`src/hw/rtl/per_bin_time_median_filter_macros.svh`:
```
// ---------------------------------------------------------------------------
// per_bin_time_median_filter_macros.svh
// Assertion macros used by the median filter RTL.
// ---------------------------------------------------------------------------
`ifndef PER_BIN_TIME_MEDIAN_FILTER_MACROS_SVH
`define PER_BIN_TIME_MEDIAN_FILTER_MACROS_SVH

`ifndef NO_ASSERTIONS

// plain invariant, sampled on clk_i, off while in reset
`define PTMF_ASSERT(lbl, prop, msg) \
  lbl: assert property (@(posedge clk_i) disable iff (!rst_ni) (prop)) else $error(msg);

// same-cycle implication
`define PTMF_ASSERT_IMP(lbl, ante, cons, msg) \
  lbl: assert property (@(posedge clk_i) disable iff (!rst_ni) (ante) |-> (cons)) \
    else $error(msg);

// next-cycle implication
`define PTMF_ASSERT_NEXT(lbl, ante, cons, msg) \
  lbl: assert property (@(posedge clk_i) disable iff (!rst_ni) (ante) |=> (cons)) \
    else $error(msg);

`else

`define PTMF_ASSERT(lbl, prop, msg)
`define PTMF_ASSERT_IMP(lbl, ante, cons, msg)
`define PTMF_ASSERT_NEXT(lbl, ante, cons, msg)

`endif

`endif

```
`src/hw/rtl/ptmf_pkg.sv`:
```
// ---------------------------------------------------------------------------
// ptmf_pkg
// Types and constants of the per-bin time median filter.
// ---------------------------------------------------------------------------
package ptmf_pkg;

  localparam int MAX_BINS    = 1024;
  localparam int MAX_KERNEL  = 32;
  localparam int SAMPLE_BITS = 16;

  // port widths fixed by the interface
  localparam int MAG_W = 16;
  localparam int OBIN_W = 10;

  localparam int BIN_W  = $clog2(MAX_BINS);
  localparam int FS_W   = $clog2(MAX_BINS + 1);
  localparam int SLOT_W = (MAX_KERNEL > 1) ? $clog2(MAX_KERNEL) : 1;
  localparam int KLEN_W = $clog2(MAX_KERNEL + 1);
  localparam int ADDR_W = BIN_W + SLOT_W;
  localparam int DEPTH  = MAX_BINS * MAX_KERNEL;

  // sort buffer: odd length so both median taps sit at fixed places
  localparam int SORT_N = MAX_KERNEL + 1 + (MAX_KERNEL % 2);
  localparam int MID    = (SORT_N - 1) / 2;

  localparam int CFG_IDX_W = 2;
  localparam int CFG_W     = (FS_W > KLEN_W) ? FS_W : KLEN_W;

  localparam logic [CFG_IDX_W-1:0] REG_FRAME_SIZE = CFG_IDX_W'(0);
  localparam logic [CFG_IDX_W-1:0] REG_KERNEL_LEN = CFG_IDX_W'(1);

  localparam logic [FS_W-1:0]   FS_RESET  = FS_W'(1024);
  localparam logic [FS_W-1:0]   FS_MIN    = FS_W'(2);
  localparam logic [FS_W-1:0]   FS_MAX    = FS_W'(MAX_BINS);
  localparam logic [KLEN_W-1:0] KLEN_RESET = KLEN_W'(17);
  localparam logic [KLEN_W-1:0] KLEN_MIN  = KLEN_W'(1);
  localparam logic [KLEN_W-1:0] KLEN_MAX  = KLEN_W'(MAX_KERNEL);

  typedef logic [SAMPLE_BITS-1:0] sample_t;

  typedef enum logic {
    S_IDLE,
    S_RUN
  } state_e;

  // sequencer -> sort buffer
  typedef struct packed {
    logic    init;  // preload pads for a new window
    logic    ins;   // insert val this cycle
    sample_t val;
  } sort_ctrl_t;

endpackage

```
`src/hw/rtl/ptmf_sorter.sv`:
```
// ---------------------------------------------------------------------------
// ptmf_sorter
// Insertion sort buffer, one value per cycle, with fixed median taps.
// ---------------------------------------------------------------------------
module ptmf_sorter import ptmf_pkg::*; (
  input  logic              clk_i,
  input  sort_ctrl_t        ctrl_i,
  input  logic [KLEN_W-1:0] klen_i,
  output sample_t           median_o
);

  sample_t     arr_q [SORT_N];
  sample_t     arr_d [SORT_N];
  logic [SORT_N-1:0] gt;
  logic [KLEN_W-1:0] pad;
  logic [SAMPLE_BITS:0] pair_sum;

  // Buffer is preloaded with pad zeros below and all-ones above. Each insert
  // drops the top entry, so after klen inserts the window's middle lands
  // on MID (odd length) or MID-1/MID (even length).
  always_comb begin
    pad = KLEN_W'((SORT_N - int'(klen_i)) >> 1);
    for (int j = 0; j < SORT_N; j++) begin
      gt[j] = (arr_q[j] > ctrl_i.val);
    end

    if (ctrl_i.init) begin
      for (int j = 0; j < SORT_N; j++) begin
        arr_d[j] = (j < int'(pad)) ? '0 : '1;
      end
    end else if (ctrl_i.ins) begin
      arr_d[0] = gt[0] ? ctrl_i.val : arr_q[0];
      for (int j = 1; j < SORT_N; j++) begin
        if (!gt[j]) begin
          arr_d[j] = arr_q[j];
        end else if (!gt[j-1]) begin
          arr_d[j] = ctrl_i.val;
        end else begin
          arr_d[j] = arr_q[j-1];
        end
      end
    end else begin
      for (int j = 0; j < SORT_N; j++) begin
        arr_d[j] = arr_q[j];
      end
    end
  end

  always_ff @(posedge clk_i) begin
    arr_q <= arr_d;
  end

  assign pair_sum = {1'b0, arr_q[MID-1]} + {1'b0, arr_q[MID]};
  assign median_o = klen_i[0] ? arr_q[MID] : pair_sum[SAMPLE_BITS:1];

endmodule

```
`config.mk`:
```
export PLATFORM = sky130hd
export DESIGN_NAME = ptmf_sorter
export DESIGN_NICKNAME = d
export VERILOG_FILES = /design/src/hw/rtl/per_bin_time_median_filter_macros.svh /design/src/hw/rtl/ptmf_pkg.sv /design/src/hw/rtl/ptmf_sorter.sv
export SDC_FILE = /design/constraint.sdc
export NUM_CORES = 1
export LEC_CHECK = 0
export BUFFER_PORTS_ARGS = -buffer_cell sky130_fd_sc_hd__buf_2
export CAP_MARGIN = 20
export CORE_ASPECT_RATIO = 0.5
export CORE_MARGIN = 4
export CORE_UTILIZATION = 40
export DETAILED_ROUTE_END_ITERATION = 8
export HOLD_SLACK_MARGIN = 0.03
export PLACE_DENSITY_LB_ADDON = 0.3
export RECOVER_POWER = 50
export SLEW_MARGIN = 10
export SYNTH_ARGS = -nofsm -noshare
export SYNTH_HDL_FRONTEND = slang
export SYNTH_SLANG_ARGS = --single-unit
```
`constraint.sdc`:
```
create_clock -name clk_i -period 5.8 [get_ports clk_i]
set_input_delay 1.74 -clock clk_i [delete_from_list [all_inputs] [get_ports clk_i]]
set_output_delay 1.74 -clock clk_i [all_outputs]
set_load 0.01 [all_outputs]
```
* Word level (Yosys, flattened, before mapping)
Cells that the tools add are included.
Storage, ports and cells: register bits after elaboration 528, bits in latches 0, RAM bits 0, bits in read-only memories 0, input port bits 25, output and inout bits 16, logic and storage cells 269, memories kept 0
Cells by class: $add $sub $neg 2, multipliers 0, div/mod/pow operators 0, $lt $le $gt $ge 66, eq/ne operators 0, shift operators 0, multiplexer cells 101, bitwise operators 0, reductions and logical operators 67
Operators by type and width (number):
- two-way mux 16 bit | 99
- two-way mux 528 bit | 2
- > comparator 16 bit | 33
- less-than comparator 5 x 6 -> 1 bit, first input constant | 16
- nonzero test 2 bit | 34
- AND reduction 2 bit | 33
- less-than comparator 4 x 6 -> 1 bit, first input constant | 8
- less-than comparator 3 x 6 -> 1 bit, first input constant | 4
- adder 16 x 16 -> 17 bit | 1
- less-than comparator 1 x 6 -> 1 bit, first input constant | 2
- less-than comparator 2 x 6 -> 1 bit, first input constant | 2
- subtractor 6 x 6 -> 7 bit, first input constant | 1
- less-than comparator 6 bit, first input constant | 1

* Logic depth before layout (Yosys ltp)
depth after elaboration 5, gate-level depth with buffers 10, depth with buffers taken out 9

* Worst setup path after synthesis
OpenSTA, ideal clock, no wires.
path type input-to-reg, start in ctrl_i[13] in the netlist's numbering, end reg arr_q[288] in the netlist's numbering (enable), library setup time 0.414 ns, data arrival time 4.685 ns, required time 5.386 ns, setup slack 0.700 ns, cell stages on the path 9, path buffers 1, path through inv_1 > ha_1 > nand4_1 > or2_2 > nor2_1 > o21ai_1 > and3_1 > buf_2 > o31ai_1
Between the ends: cells in the longest elaborated chain, start to end 3
RTL lines:
- start, declared | line ptmf_sorter.sv:7 | input sort_ctrl_t ctrl_i,
- > comparator 16 bit | line ptmf_sorter.sv:24 | gt[j] = (arr_q[j] > ctrl_i.val);
- nonzero test 2 bit (no source line)
- AND reduction 2 bit (no source line)
- end signal, assigned | line ptmf_sorter.sv:50 | arr_q <= arr_d;
- end, declared | line ptmf_sorter.sv:12 | sample_t arr_q [SORT_N];
No other way between the ends. A chain may end at the register's enable or synchronous reset.

==> results.env <==
STDCELL_COUNT=3314
TIMING_MAX_TRANSITION_VIOLATIONS_FINAL=19
ROUTED_VIA_COUNT=21899
WORST_VDD_DROP_mV=0.215
GRT.MET3_USAGE=0.0422
MOST-COMMON-LAYOUT-CELLS='nand4_1 (326), a21oi_1 (320), ha_1 (290), edfxtp_1 (272), nand3_1 (259)'
CRITPATHMAXFANOUT=18
REG_TOP3='arr_q: 272 flops'
SYNTH_NETS=2884
MAPPEDNETLISTAREA_SQ_MM=0.0238
POSTCTSSETUPREPAIRBUFS=0
HOLD_VIOLATIONS=0
POWER.LEAKAGE_nW=10.4
FINALCRITPERIODSHARE=0.916
POSTCTSRESIZEDCELLS=0
POSTSYNTHAREAPERCELL_SQ_UM=9.28
PORT_BUFFERS=40
WIRE_LENGTH_OF_THE_FIRST_GLOBAL_ROUTING_PASS_UM=122000
POWER.DENSITY_CELL_AREA_mW_PER_MM2=289
CHIP_WIDTH_UM=353
DP_CELLS=3252
MIN_DELAY_PATH_DEPTH=2
DRT_WL_TOTAL_UM=80600
GLOBALROUTE.TOTALOVERFLOW=0
DRC=0
SYNTH.YOSYS.WARNINGS=0
LEAST_MARGIN_PIN_SLEW_PS=1660
MAX_FREQ_MHz=188
WORST_R2R_PATH_DEPTH=6
WORSTPATHARRIVAL_PS=5760
START_KIND='primary input'
CRIT_END_ELEMENT='flop'
YOSYSUNIQUECELLTYPES=59
IOPINCOUNT=41
INITIAL_UTILIZATION=0.410
SETUP_VIOL=0
DETAILED_PLACE_HPWL_UM=52900
GLOBALPLACE.CONGESTION=0.869
FINAL.SETUP_SKEW_PS=12.5
GRT_UTIL_OVERALL=0.242
NUMBER_OF_CLOCK_SINKS_SEEN_BY_CTS=272
FINAL_NETS=2838
TNS_PS=0
GRT_MOST_USED_LAYER='met2'
LARGEST_REGISTER_FFS=272
CLK_LATENCY_PS=590
NFILLCELLS=5503
DRIVE_GT1_FRAC=0.112
PIN_COUNT_OF_THE_BIGGEST_NET_ENTERING_GLOBAL_ROUTING=81
MAX_CAP_VIOL_COUNT=2
CTSROOTBUFFERMASTER='clkbuf_16'
GRT_PASS1_VIAS=19979
CTS.CLK_SLEW.WORST_PATHS_PS=60
ROUTE.ANTENNA.REMAINING_NETS=0
CTS-HOLD-FIX-BUFFERS=0
HOLD_PATH_CLASS='flop to flop'
CORE_AREA_SQ_MM=0.0582
VIASPERCELL=6.61
MAX-CLOCK-PATH-BUFFERS=3
DIE_HEIGHT_UM=181
SYNTH-SEQ-AREA-SHARE=0.343
WORST-SETUP-PATH-TYPE='primary input to flop'
SYNTH-EDFF-COUNT=272
TIMING.FINAL.CRIT_PERIOD_PS=5310
NUM_ROWS=62
NUM_CTS_BUFFERS=30
DRT_FIRST_ITER_VIOLATIONS=2693
YS.FLOP_TYPE='edfxtp_1'
ANTENNADIODECOUNT=0
RUN_STATUS='finished, violations left'
LARGEST_REGISTER='arr_q'
FAILING_CHECKS='capacitance limit, slew limit'
CTS_TREE='built'
MOSTFREQUENTLAYOUTCELL='nand4_1'
HTREEDEPTH=1
AREAGROWTHSYNTHTOFINISH_PCT=9.69
DRT-PASS1-ITER-COUNT=6
TIMING.SLEW.HEADROOM=-0.115
RSZ0062_AT_GRT='false'
GROUTE.LAYER.MET1.USAGE=0.356
FLOORPLAN.DIE_AREA_SQ_MM=0.0638
WL_PER_CELL_UM=24.3
SYNTH-SEQ-CELLS=272
GR-USAGE-MET2=0.361
YS_ASYNC_SR_FRACTION=0
ANTENNA_VIOLATIONS_BEFORE_REPAIR=0
POSTSYNTHCELLCOUNT=2568
CRIT_REQUIRED_PS=6240
==> report_power, final <==
| part | total (W) | internal [W] | switching [W] |
|---|---|---|---|
| logic | 0.00255 | 0.000988 | 0.00156 |
| registers | 0.00293 | 0.00265 | 0.000276 |
| clock network | 0.00208 | 0.00120 | 0.000873 |
==> layer usage <==
metal	vias to the layer above	wire [um]
li1	10238	-
met1	10414	35800
met2	1075	33800
met3	172	8040
met4	0	2920
met5	-	0
==> worst paths after layout <==
kind	start	slack (ps)	to
hold / removal	arr_q[320]	680	arr_q[304]
setup / recovery	ctrl_i[4]	490	arr_q[506]
setup reg to reg	arr_q[527]	2370	arr_q[506]
hold reg to reg	arr_q[320]	680	arr_q[304]
==> kinds of logic after synthesis <==
kind of cell | synth area share
multiplexers | 0.000892
XOR/XNOR | 0.00514
adder cells (fa/ha/maj) | 0.153
flip-flops | 0.343
AO/OA/AOI/OAI | 0.233
buffers and inverters | 0.0527
AND/OR/NAND/NOR | 0.212
==> Yosys cell counts, types with 17 or more instances <==
library cell | instances | share of area
o21a_1 | 42 | 0.013
a21o_1 | 108 | 0.034
o31ai_1 | 118 | 0.037
nand3_1 | 259 | 0.054
edfxtp_1 | 272 | 0.34
o211ai_1 | 163 | 0.051
ha_1 | 290 | 0.15
buf_2 | 44 | 0.0092
a21oi_1 | 318 | 0.067
o21ai_0 | 29 | 0.0061
nor3b_1 | 95 | 0.030
inv_1 | 52 | 0.0082
clkbuf_1 | 172 | 0.027
or2_2 | 17 | 0.0045
o21ai_1 | 17 | 0.0036
nor2b_1 | 21 | 0.0055
nand2_1 | 21 | 0.0033
nor2_1 | 50 | 0.0079
nand4_1 | 326 | 0.086
==> worst max-delay path, cell delays in order <==
cell and delay (ps):
buf_2 90, inv_1 780, clkbuf_1 500, ha_1 230, nand4_1 150, nor4_2 1350
clkbuf_1 600, a21oi_1 160, nand3_1 140
==> metrics by stage <==
step	hold slack (ps)	instance area (sq um)	util	setup slack (ps)	power, W
after CTS	679	26200	0.450	660	0.00753
final	677	26100	0.449	490	0.00755
after global routing	704	26100	0.449	231	0.00797
after floorplan	630	23800	-	700	0.00468
after global placement	673	25100	0.432	853	0.00539
after detailed placement	663	25100	0.432	824	0.00545
==> cell type report <==
| class | count | area, sq um | share of cell area |
|---|---|---|---|
| Clock buffer | 32 | 779 | 0.0298 |
| Clock inverter | 24 | 277 | 0.0106 |
| Inverter | 52 | 200 | 0.00766 |
| Multi-Input combinational cell | 2000 | 14600 | 0.558 |
| Sequential cell | 272 | 8170 | 0.312 |
| Tap cell | 768 | 961 | 0.0367 |
| Timing Repair Buffer | 166 | 1160 | 0.0445 |
Power figures use the tool's default switching activity.
